File: src/gfa_pkg.sv
`timescale 1ns / 1ps

package gfa_pkg;

    // field widths
    localparam int PIX_W  = 8;
    localparam int SIDE_W = 9;
    localparam int MAXV_W = 8;
    localparam int CHAR_W = 7;

    // configuration register indexes
    localparam int CFG_IDX_W = 2;
    localparam logic [CFG_IDX_W-1:0] REG_SRC_WIDTH  = 2'd0;
    localparam logic [CFG_IDX_W-1:0] REG_SRC_HEIGHT = 2'd1;
    localparam logic [CFG_IDX_W-1:0] REG_OUT_WIDTH  = 2'd2;
    localparam logic [CFG_IDX_W-1:0] REG_MAX_VAL    = 2'd3;

    // register reset values
    localparam logic [SIDE_W-1:0] SRC_WIDTH_RST  = 9'd64;
    localparam logic [SIDE_W-1:0] SRC_HEIGHT_RST = 9'd64;
    localparam logic [SIDE_W-1:0] OUT_WIDTH_RST  = 9'd100;
    localparam logic [MAXV_W-1:0] MAX_VAL_RST    = 8'd255;

    // item kinds
    localparam logic OP_LOAD = 1'b0;
    localparam logic OP_EMIT = 1'b1;

    localparam int RAMP_TOP = 9;
    localparam int PIX_MAX  = 255;
    localparam logic [CHAR_W-1:0] NEWLINE_CODE = 7'd10;

    typedef struct packed {
        logic             op;
        logic [PIX_W-1:0] pixel;
    } q_entry_t;

    // brightness ramp, darkest first
    function automatic logic [CHAR_W-1:0] ramp_char(input logic [3:0] idx);
        logic [CHAR_W-1:0] c;
        case (idx)
            4'd0:    c = 7'h20;
            4'd1:    c = 7'h2E;
            4'd2:    c = 7'h3A;
            4'd3:    c = 7'h2D;
            4'd4:    c = 7'h3D;
            4'd5:    c = 7'h2B;
            4'd6:    c = 7'h2A;
            4'd7:    c = 7'h23;
            4'd8:    c = 7'h25;
            default: c = 7'h40;
        endcase
        return c;
    endfunction

endpackage

File: src/gfa_front.sv
`timescale 1ns / 1ps

// Input side: tags each beat as load or emit and buffers it in a 2-deep queue.
module gfa_front
(
    input  logic                          clk,
    input  logic                          rst_n,
    input  logic                          s_tvalid,
    output logic                          s_tready,
    input  logic [gfa_pkg::PIX_W-1:0]     s_tdata,   // [7:0] pixel
    input  logic [0:0]                    s_tuser,   // [0] func
    output logic                          q_valid,
    output gfa_pkg::q_entry_t             q_entry,
    input  logic                          q_pop
);

    localparam int DEPTH = 2;
    localparam int PTR_W = $clog2(DEPTH);
    localparam int CNT_W = $clog2(DEPTH + 1);

    gfa_pkg::q_entry_t slot_reg [DEPTH];
    gfa_pkg::q_entry_t in_entry;
    logic [PTR_W-1:0]  wr_ptr_reg, wr_ptr_next;
    logic [PTR_W-1:0]  rd_ptr_reg, rd_ptr_next;
    logic [CNT_W-1:0]  count_reg, count_next;
    logic              push;

    assign s_tready = (count_reg != CNT_W'(DEPTH));
    assign push     = s_tvalid && s_tready;
    assign q_valid  = (count_reg != '0);
    assign q_entry  = slot_reg[rd_ptr_reg];

    always_comb
    begin
        in_entry.op    = s_tuser[0] ? gfa_pkg::OP_EMIT : gfa_pkg::OP_LOAD;
        in_entry.pixel = s_tdata;
    end

    always_comb
    begin
        wr_ptr_next = push ? wr_ptr_reg + PTR_W'(1) : wr_ptr_reg;
        rd_ptr_next = q_pop ? rd_ptr_reg + PTR_W'(1) : rd_ptr_reg;
        count_next  = count_reg;
        if (push && !q_pop)
        begin
            count_next = count_reg + CNT_W'(1);
        end
        else if (!push && q_pop)
        begin
            count_next = count_reg - CNT_W'(1);
        end
    end

    always_ff @(posedge clk or negedge rst_n)
    begin
        if (!rst_n)
        begin
            wr_ptr_reg <= '0;
            rd_ptr_reg <= '0;
            count_reg  <= '0;
        end
        else
        begin
            wr_ptr_reg <= wr_ptr_next;
            rd_ptr_reg <= rd_ptr_next;
            count_reg  <= count_next;
        end
    end

    always_ff @(posedge clk)
    begin
        if (push)
        begin
            slot_reg[wr_ptr_reg] <= in_entry;
        end
    end

endmodule

File: config.mk
export PLATFORM = sky130hd
export DESIGN_NAME = gfa_front
export DESIGN_NICKNAME = d
export VERILOG_FILES = /design/src/gfa_pkg.sv /design/src/gfa_front.sv
export SDC_FILE = /design/constraint.sdc
export NUM_CORES = 1
export LEC_CHECK = 0
export BUFFER_PORTS_ARGS = -buffer_cell sky130_fd_sc_hd__buf_2
export CAP_MARGIN = 20
export CORE_UTILIZATION = 45
export DETAILED_ROUTE_END_ITERATION = 10
export GPL_TIMING_DRIVEN = 0
export PLACE_DENSITY = 0.75
export SETUP_SLACK_MARGIN = 0.3
export SLEW_MARGIN = 20
export SYNTH_ARGS = -nofsm -noshare
export SYNTH_HDL_FRONTEND = slang
export SYNTH_SLANG_ARGS = --single-unit
File: constraint.sdc
create_clock -name clk -period 2.6 [get_ports clk]
set_clock_uncertainty 0.1 [all_clocks]
set_input_delay 0.39 -clock clk [delete_from_list [all_inputs] [get_ports clk]]
set_output_delay 0.39 -clock clk [all_outputs]
set_load 0.01 [all_outputs]
-- Word level (Yosys, flattened, before mapping)
Memory sizes are Yosys's and may differ from the RTL's.
Cells that the tools add are included.
- flip-flop bits (word level): 4
- memory bits (writable): 18
- input bits: 13
- output and inout bits: 11
- word-level logic and storage cells: 21
- memories kept: 1
- memory list (name ; depth ; width ; read ports ; clocked after Yosys merged registers in ; write ports ; line ; source):
    slot_reg ; 2 ; 9 ; 1 ; 0 ; 1 ; gfa_front.sv:21 ; gfa_pkg::q_entry_t slot_reg [DEPTH];
- $add $sub $neg: 4
- eq/ne operators: 1
- mux-type cells: 5
- reductions and logical operators: 7
- operators by type and width (cell ; count):
    $mux W2 ; 2
    $reduce_bool A2 Y1 ; 2
    $logic_and A1 B1 Y1 ; 3
    $mux W1 ; 3
    $add A1 B1 Y1 const B ; 2
    $add A2 B1 Y2 const B ; 1
    $logic_not A1 Y1 ; 2
    $ne A2 B2 Y1 const B ; 1
    $sub A2 B1 Y2 const B ; 1

-- Logic depth before layout (Yosys ltp)
Gate-level depths: netlist (run 1).
- depth in word-level cells: 6
- depth in mapped cells: 7
- mapped depth without buffers: 7

-- Least setup slack after synthesis (run 1)
No wires, ideal clock.
- kind: register to register
- from: register count_reg[0]
- to: memory slot_reg[0][0] (netlist name), enable pin
- library setup time: 0.374 ns
- arrival: 1.020 ns
- data required time: 2.126 ns
- setup slack: 1.106 ns
- stages on the path, launching flop included: 4
- path buffers: 0
- period minus slack after synthesis: 1.494 ns
- path through: dfrtp_1 nand2b_4 nand2_4 nor2_1
- cells in the longest elaborated chain, start to end: 4
- ends and longest elaborated chain (element ; line ; source):
    start, declared ; gfa_front.sv:25 ; logic [CNT_W-1:0] count_reg, count_next;
    start signal, assigned ; gfa_front.sv:66 ; count_reg <= count_next;
    $ne A2 B2 Y1 ; gfa_front.sv:28 ; assign s_tready = (count_reg != CNT_W'(DEPTH));
    via s_tready ; gfa_front.sv:9 ; output logic s_tready,
    $logic_and A1 B1 Y1 ; gfa_front.sv:29 ; assign push = s_tvalid && s_tready;
    $mux W1 ; gfa_front.sv:72 ; if (push)
    $mux W1 (not written as such) ; gfa_front.sv:74 ; slot_reg[wr_ptr_reg] <= in_entry;
    end, declared ; gfa_front.sv:21 ;
The timed path passes the listed nets, and every way through them passes these cells.

==> results of run 1 <==
## power groups by stage
stage	Sequential, mW	Clock, mW	Combinational, mW
after floorplan	0.532	0	0.279
after global placement	0.538	0	0.389
after detailed placement	0.544	0	0.399
after CTS	0.537	0.158	0.401
after global routing	0.546	0.167	0.431
final	0.535	0.151	0.393
## final cells by class
cell class	count	area [µm²]	share of cell area, %
buffer	1	11.3	1.08
timing repair buffer	24	125	12.0
tap	25	31.3	2.99
multi-input combinational	21	203	19.4
sequential	22	641	61.3
inverter	2	7.51	0.719
clock buffer	4	26.3	2.51
## cell usage in the layout, fill, tap and decap left out, drive strengths merged
cell type    Yosys  layout
nand2b           1       1
nand2            1       1
inv              2       2
dfrtp            4       4
dlygate4sd3      0       1
or2              1       1
and3             1       1
buf              1      24
nor2             2       2
mux2             9       9
xor2             3       3
xnor2            2       2
edfxtp          18      18
ha               1       1
clkbuf           0       4
## repair_timing
action | 4_1_cts | 5_1_grt
hold buffers | 1 | 0
setup buffers | 0 | 0
endpoints found under the setup margin | 0 | 0
endpoints found under the hold margin | 4 | 0
## worst max-delay path: stages (launching register included)
cell	delay, ns
dfrtp_1	0.35
buf_6	0.15
mux2_2	0.35
buf_2	0.14
## per-stage QoR
step	power (mW)	cell area [µm²]	util, %	worst slack (ns)
global placement	0.927	1010	57.2	0.882
CTS	1.10	1040	59.2	0.811
detailed placement	0.943	1010	57.2	0.856
finish	1.08	1040	59.2	0.824
global route	1.14	1040	59.2	0.736
floorplan	0.811	862	-	1.11
## logic make-up after synthesis
logic type / synth area share, %
fa+ha+maj: 1.45
buf+inv: 2.18
xor+xnor: 5.08
simple gates: 5.23
mux: 11.8
flops: 74.3
## worst paths after layout
path | endpoint | slack, ns | cells past startpoint
max | q_entry[4] | 0.82 | 3
min | slot_reg[1][1]$_DFFE_PP_ | 0.17 | 1
max reg2reg | slot_reg[0][0]$_DFFE_PP_ | 0.86 | 3
min reg2reg | wr_ptr_reg$_DFFE_PN0N_ | 0.41 | 1
max in group asynchronous | rd_ptr_reg$_DFFE_PN0P_ | 1.97 | 2
min in group asynchronous | wr_ptr_reg$_DFFE_PN0N_ | 0.31 | 2
## metal layers
layer  wire, µm  vias up  share of wire (%)
li1           -      223                  -
met1        516      214                 43
met2        624       15                 52
met3         58        2                4.8
met4          6        0               0.50
met5          0        -                  0
==> metrics.csv, run 1 <==
metric,value,unit
gr-total-overflow,0,
syn-cell-area,862,µm²
area_growth,21.2,%
coreArea,0.00176,mm²
fillCellCount,154,
die_w,45.8,µm
synthArstFlopShare,18.2,%
leakage,0.428,nW
diodes,0,
worst-endpoint-required,2.11,ns
dp_cells,94,
initial_core_util,48.9,%
seqPwrFrac,49.6,%
setup_tns,0,ns
cts.sinks,22,
nets,89,
h-tree-depth,1,
clock_latency,0.29,ns
vias_per_cell,4.59,
rsz0062_at_grt,no,
rr_startpoint,count_reg[0]$_DFFE_PN0P_,
drive_gt1_share,52.7,%
cts_tree,yes,
synth_top_area_cell,edfxtp_1,
p_clk_share,14.0,%
post_drt_wl_per_cell,12.2,µm
use_met1,16.3,%
ys_top_cells_by_count,"edfxtp_1, mux2_2, dfrtp_1",
portBuffers,23,
initialDrtViolationCount,11,
ant_nets,0,
cp_data_arrival_time,1.29,ns
grt_max_degree,13,
clock-root-buffer,clkbuf_4,
totalWireLength,1210,µm
final_hold_viol_count,0,
gp_congestion,0.590,
vias,454,
drc_errors,0,
p_sw,330,µW
synth_edf_count,18,
worst_slew_pin_slew,0.797,ns
combPwrFrac,36.4,%
synth_seq_area_share,74.3,%
cts.repair.resized,0,
io_pins,24,
intPower,750,µW
antenna_found_initial,0,
num_rows,15,
ys.warnings.count,0,
synth_cell_type_count,13,
clockBufferDepth,2,
synthFlopType,edfxtp_1,
crit_path_start,rd_ptr_reg$_DFFE_PN0P_,
grt_busiest_layer,met2,
hpwl,860,µm
syn_avg_cell_area,18.7,µm²
grt_pass1_vias,386,
setup_viol,0,
cp_max_fo,10,
dieArea,0.00209,mm²
hp-class,in2reg,
grt_util_met3,2.78,%
syn_nets,60,
groute.layer.met2.usage,22.0,%
finalMaxSlewViolations,0,
switching_share,30.6,%
fin_cells,99,
min_period_over_period,68.3,%
max-vdd-ir-drop,0.000733,V
synth-seq-cells,22,
cp-start-kind,flop,
max_cap_viol_count,0,
end_kind,primary output,
synthCells,46,
slew_headroom,46.7,%
max_freq,0.563,GHz
path_clk_slew,0.11,ns
grt_pass1_wl,1800,µm
status,"complete, no violations",
numCtsBuffers,3,
power.density,1030,mW/mm²
path_class,reg2out,
grtUsageTotal,13.3,%
synth.most_common_cell,edfxtp_1,
firstDrtPassIters,4,
hold_path.startpoint,s_tdata[1],
whs,0.173,ns
die_h,45.8,µm
largest_register_ffs,18,
synth_top_area_share,62.7,%
synth_area_leaders,"edfxtp_1, mux2_2, dfrtp_1",
min_period,1.78,ns
No activity file was read; power rests on OpenSTA's default activity.
==> inputs of run 2 (changes only) <==
--- a/config.mk
+++ b/config.mk
@@ -5,12 +5,13 @@
 export SDC_FILE = /design/constraint.sdc
 export NUM_CORES = 1
 export LEC_CHECK = 0
+export ABC_AREA = 1
 export BUFFER_PORTS_ARGS = -buffer_cell sky130_fd_sc_hd__buf_2
 export CAP_MARGIN = 20
 export CORE_UTILIZATION = 45
 export DETAILED_ROUTE_END_ITERATION = 10
 export GPL_TIMING_DRIVEN = 0
-export PLACE_DENSITY = 0.75
+export PLACE_DENSITY = 0.78
 export SETUP_SLACK_MARGIN = 0.3
 export SLEW_MARGIN = 20
 export SYNTH_ARGS = -nofsm -noshare
==> constraint.sdc (replaced) <==
create_clock -name clk -period 1.55 [get_ports clk]
set_clock_uncertainty 0.1 [all_clocks]
set_input_delay 0.2325 -clock clk [delete_from_list [all_inputs] [get_ports clk]]
set_output_delay 0.2325 -clock clk [all_outputs]
set_load 0.01 [all_outputs]
==> run 2 against run 1 <==
Effect of this change: the run now ends with setup timing left; wire length grew 33%; via count up 29%; global-route usage rose by 2.8 points; final cell count rose by 27%; sequential power grew 67%; combinational power increased to 3.2 times the previous value; count of clock-buffer cells in the layout shrank 1; total power grew 120%; clock power up 65%; largest cell class unchanged.
==> metrics.csv, run 2 <==
metric,value,unit
coreArea,0.00180,mm²
slew_headroom,88.9,%
synthFlopType,edfxtp_1,
die_h,46.8,µm
die_w,46.8,µm
fillCellCount,111,
synth_edf_count,18,
grt_max_degree,13,
end_kind,primary output,
cts_tree,yes,
final_common_cell,edfxtp_1,
totalWireLength,1600,µm
post-place-ws,0.0820,ns
min_period,1.60,ns
initialDrtViolationCount,4,
clock_latency,0.29,ns
setup_viol,9,
finalMaxSlewViolations,0,
final_cell_mix,"edfxtp_1, buf_6, buf_2",
synthArstFlopShare,18.2,%
syn_avg_cell_area,16.7,µm²
largest_register_ffs,18,
diodes,0,
nets,116,
synth_top_area_cell,edfxtp_1,
area_growth,54.1,%
hp-class,in2reg,
min_path_cells,1,
worst_slew_pin_slew,0.166,ns
cp-start-kind,flop,
intPower,1.67,mW
worst-endpoint-required,1.22,ns
grtUsageTotal,16.1,%
dp_cells,102,
synth_top_area_share,59.9,%
failed_checks,setup timing,
combPwrFrac,52.7,%
max_cap_viol_count,0,
rr_worst_depth,5,
gp_congestion,0.648,
rsz0062_at_grt,yes,
fin_cells,126,
h-tree-depth,1,
vias,586,
synth-seq-cells,22,
gr-total-overflow,0,
fin_util,77.2,%
cp_data_arrival_time,1.27,ns
dieArea,0.00219,mm²
whs,0.0240,ns
syn_nets,68,
max_freq,0.624,GHz
drive_gt1_share,58.4,%
clockBufferDepth,2,
post_drt_wl_per_cell,12.7,µm
finalWorstSetupSlack,-0.0535,ns
ys_top_cells_by_count,"edfxtp_1, mux2_4, inv_1",
io_pins,24,
drc_errors,0,
p_clk_share,10.3,%
synth_seq_area_share,71.0,%
vias_per_cell,4.65,
path_class,reg2out,
switching_share,30.8,%
power.density,1740,mW/mm²
numCtsBuffers,3,
cp_max_fo,10,
syn-cell-area,902,µm²
clock-root-buffer,clkbuf_4,
final_hold_viol_count,0,
status,"complete, but fails checks",
leakage,0.614,nW
portBuffers,23,
initial_core_util,50.1,%
synth_area_leaders,"edfxtp_1, mux2_4, dfrtp_1",
p_sw,744,µW
ys.warnings.count,0,
min_period_over_period,103,%
ant_nets,0,
antenna_found_initial,0,
synthCells,54,
max-vdd-ir-drop,0.00126,V
grt_pass1_wl,2220,µm
cts.sinks,22,
seqPwrFrac,37.0,%
synth.most_common_cell,edfxtp_1,
grt_pass1_vias,521,
synth_cell_type_count,14,
num_rows,15,
path_clk_slew,0.11,ns
firstDrtPassIters,3,
run 2: cell types whose count changed after synthesis:
cell / delta
nand4_1: +1
nand2_1: +5
or2_2: -1
nand2b_4: -1
nand2_2: +2
and3_1: -1
nand2_4: -1
inv_1: +4
nand3_1: +1
mux2_2: -9
xor2_1: -1
xnor2_1: -1
mux2_4: +9
inv_2: +1
run 2: path summary, 6_finish.rpt:
path                       slack [ns]                startpoint                       end
setup / recovery                -0.05    rd_ptr_reg$_DFFE_PN0P_                q_entry[5]
min in group asynchronous        0.15                     rst_n    wr_ptr_reg$_DFFE_PN0N_
hold / removal                   0.02                s_tdata[7]  slot_reg[1][7]$_DFFE_PP_
hold reg to reg                  0.48  count_reg[1]$_DFFE_PN0P_  count_reg[1]$_DFFE_PN0P_
max in group asynchronous        1.08                     rst_n    rd_ptr_reg$_DFFE_PN0P_
setup reg to reg                 0.20  count_reg[1]$_DFFE_PN0P_  slot_reg[1][4]$_DFFE_PP_
run 2: layer usage:
metal	vias to the layer above	part of all wire, %	track usage [%]
met5	-	0	0
met4	0	0.81	8.57
met3	2	3.4	4.62
met2	14	58	31.1
met1	288	37	14.9
li1	282	-	-
run 2: layout make-up:
type / count / area, µm² / share of cell area [%]
tap: 25 / 31.3 / 2.25
inverter: 7 / 26.3 / 1.89
multi-input combinational: 24 / 274 / 19.7
sequential: 22 / 641 / 46.1
buffer: 1 / 11.3 / 0.810
clock buffer: 3 / 22.5 / 1.62
timing repair buffer: 43 / 380 / 27.4
clock inverter: 1 / 3.75 / 0.270
run 2: cell families after synthesis:
group	Yosys count	share of synthesized area, %
XOR/XNOR	3	2.91
adder cells (fa/ha/maj)	1	1.39
buffers and inverters	8	4.16
flip-flops	22	71.0
multiplexers	9	15.0
AND/OR/NAND/NOR	11	5.55
run 2: power groups by stage:
stage,clock network [mW],logic (mW),registers [mW]
after global routing,0.286,1.37,0.905
after CTS,0.256,1.20,0.888
after global placement,0,0.769,0.896
final,0.249,1.27,0.895
after floorplan,0,0.582,0.890
after detailed placement,0,0.787,0.903
run 2: repair_timing:
item | CTS | global route
resized for setup | 15 | 2
buffers inserted | 11 | 1
hold buffers | 1 | 7
endpoints found under the setup margin | 31 | 31
hold endpoints to repair | 4 | 13
pin swaps | 5 | 1
run 2: stage by stage:
stage | cell area, µm² | power (mW) | setup TNS [ns]
floorplan | 930 | 1.47 | 0
global placement | 1080 | 1.67 | 0
detailed placement | 1080 | 1.69 | 0
CTS | 1310 | 2.34 | -0.502
global route | 1390 | 2.56 | -0.966
finish | 1390 | 2.42 | -0.413
run 2: worst max-delay path, cell delays in order, from the launching register on:
cell and delay, ns:
dfrtp_1 0.39, buf_6 0.16, mux2_4 0.31, buf_6 0.12
==> inputs of run 3 (changes only) <==
--- a/config.mk
+++ b/config.mk
@@ -13,6 +13,7 @@
 export GPL_TIMING_DRIVEN = 0
 export PLACE_DENSITY = 0.78
 export SETUP_SLACK_MARGIN = 0.3
+export SKIP_LAST_GASP = 1
 export SLEW_MARGIN = 20
 export SYNTH_ARGS = -nofsm -noshare
 export SYNTH_HDL_FRONTEND = slang
==> run 3 against run 2 <==
Effect of this change: the run still ends with setup timing left; sequential share of layout area is 2.5 points higher; count of clock-buffer cells in the layout stayed put; hold slack better by 0.0035 ns; combinational power is 13% lower; critical path type unchanged; critical endpoint is now q_entry[4]; largest cell class unchanged.
==> metrics.csv, run 3 (same netlist as run 2, synthesis figures left out) <==
metric,value,unit
status,"complete, but fails checks",
failed_checks,setup timing,
vias_per_cell,4.39,
max-vdd-ir-drop,0.00152,V
ant_nets,0,
placed_area,0.00108,mm²
post_drt_wl_per_cell,11.4,µm
io_pins,24,
fin_cells,125,
slowest_delay,0.39,ns
cts.sinks,22,
max_freq,0.626,GHz
rrSetupSlack,0.20,ns
drive_gt1_share,58.0,%
min_period_over_period,103,%
diodes,0,
antenna_found_initial,0,
totalWireLength,1430,µm
rr_worst_depth,6,
setup_viol,9,
initial_core_util,50.1,%
cp_data_arrival_time,1.27,ns
vias,549,
numCtsBuffers,3,
finalWorstSetupSlack,-0.0477,ns
rsz0062_at_grt,yes,
worstSetupEndpoint,q_entry[4],
grt_max_degree,13,
coreArea,0.00180,mm²
end_kind,primary output,
dieArea,0.00219,mm²
grt_pass1_vias,497,
min_period,1.60,ns
cp-start-kind,flop,
num_rows,15,
clock_latency,0.29,ns
path_cells,buf_6 -> mux2_4 -> buf_2,
gp_congestion,0.648,
firstDrtPassIters,2,
rr_startpoint,count_reg[0]$_DFFE_PN0P_,
h-tree-depth,1,
multi_input_area,269,µm²
power.density,1710,mW/mm²
area_growth,46.2,%
clockBufferDepth,2,
grtUsageTotal,14.5,%
crit_path_start,rd_ptr_reg$_DFFE_PN0P_,
clock-root-buffer,clkbuf_4,
grt_pass1_wl,2000,µm
slew_headroom,89.0,%
cts_tree,yes,
post-place-ws,0.0820,ns
finalInstanceArea,0.00132,mm²
die_h,46.8,µm
final_cell_mix,"buf_2, edfxtp_1, mux2_4",
initialDrtViolationCount,2,
path_clk_slew,0.11,ns
hp-class,in2reg,
cp_max_fo,10,
gr-total-overflow,0,
nets,115,
fin_util,73.2,%
worst_slew_pin_slew,0.165,ns
drc_errors,0,
finalMaxSlewViolations,0,
leakage,0.589,nW
r2r-end,slot_reg[0][5]$_DFFE_PP_,
die_w,46.8,µm
fillCellCount,126,
path_class,reg2out,
dp_cells,102,
regArea,641,µm²
worst_path_max_delay_cell,dfrtp_1,
portBuffers,23,
largest_register_ffs,18,
final_common_cell,buf_2,
worst-endpoint-required,1.22,ns
max_cap_viol_count,0,
final_hold_viol_count,0,
[run 3: critical path, delay by kind of cell (launching register included)]
family / cells / cell delay (ns)
multiplexers: 1 / 0.30
flip-flops: 1 / 0.39
buffers and inverters: 2 / 0.30
[run 3: repair_timing]
action                                 4_1_cts  5_1_grt
pin swaps                                    4        2
resized for setup                            3        4
setup buffers                               11        1
setup endpoints to repair                   31       31
hold buffers                                 1        6
endpoints found under the hold margin        4       11
[run 3: worst min path at each step]
stage	slack, ns	to	cells after the start	from
after CTS	0.01	slot_reg[1][6]$_DFFE_PP_	1	s_tdata[6]
after global routing	0.01	slot_reg[0][3]$_DFFE_PP_	1	s_tdata[3]
after floorplan	-0.16	count_reg[0]$_DFFE_PN0P_	0	rst_n
final	0.03	slot_reg[1][4]$_DFFE_PP_	1	s_tdata[4]
after global placement	-0.06	count_reg[0]$_DFFE_PN0P_	1	rst_n
after detailed placement	-0.06	count_reg[0]$_DFFE_PN0P_	1	rst_n
[run 3: final cells by class]
class                   instances  area share (%)
repair buffers                 42            23.8
plain buffers                   1           0.854
well taps                      25            2.37
inverters                       7            1.99
flip-flops and latches         22            48.6
clock inverters                 1           0.285
multi-input cells              24            20.4
clock buffers                   3            1.71
[run 3: report_power, final]
part / switching, mW / internal [mW]
Clock: 0.152 / 0.0934
Combinational: 0.471 / 0.639
Sequential: 0.0736 / 0.821
[run 3: layer usage]
metal	global-route usage, %	vias up	wire (µm)	part of all wire, %
li1	-	279	-	-
met1	12.6	256	554	39
met2	28.3	12	815	57
met3	4.62	2	47	3.3
met4	8.57	0	9	0.63
met5	0	-	0	0
[run 3: per-stage QoR]
stage / hold WS (ns) / TNS [ns] / power, mW
6_report: 0.0275 / -0.390 / 2.25
5_1_grt: 0.0126 / -0.920 / 2.39
4_1_cts: 0.0104 / -0.569 / 2.18
3_5_place_dp: -0.0554 / 0 / 1.69
3_3_place_gp: -0.0595 / 0 / 1.67
2_1_floorplan: -0.163 / 0 / 1.47
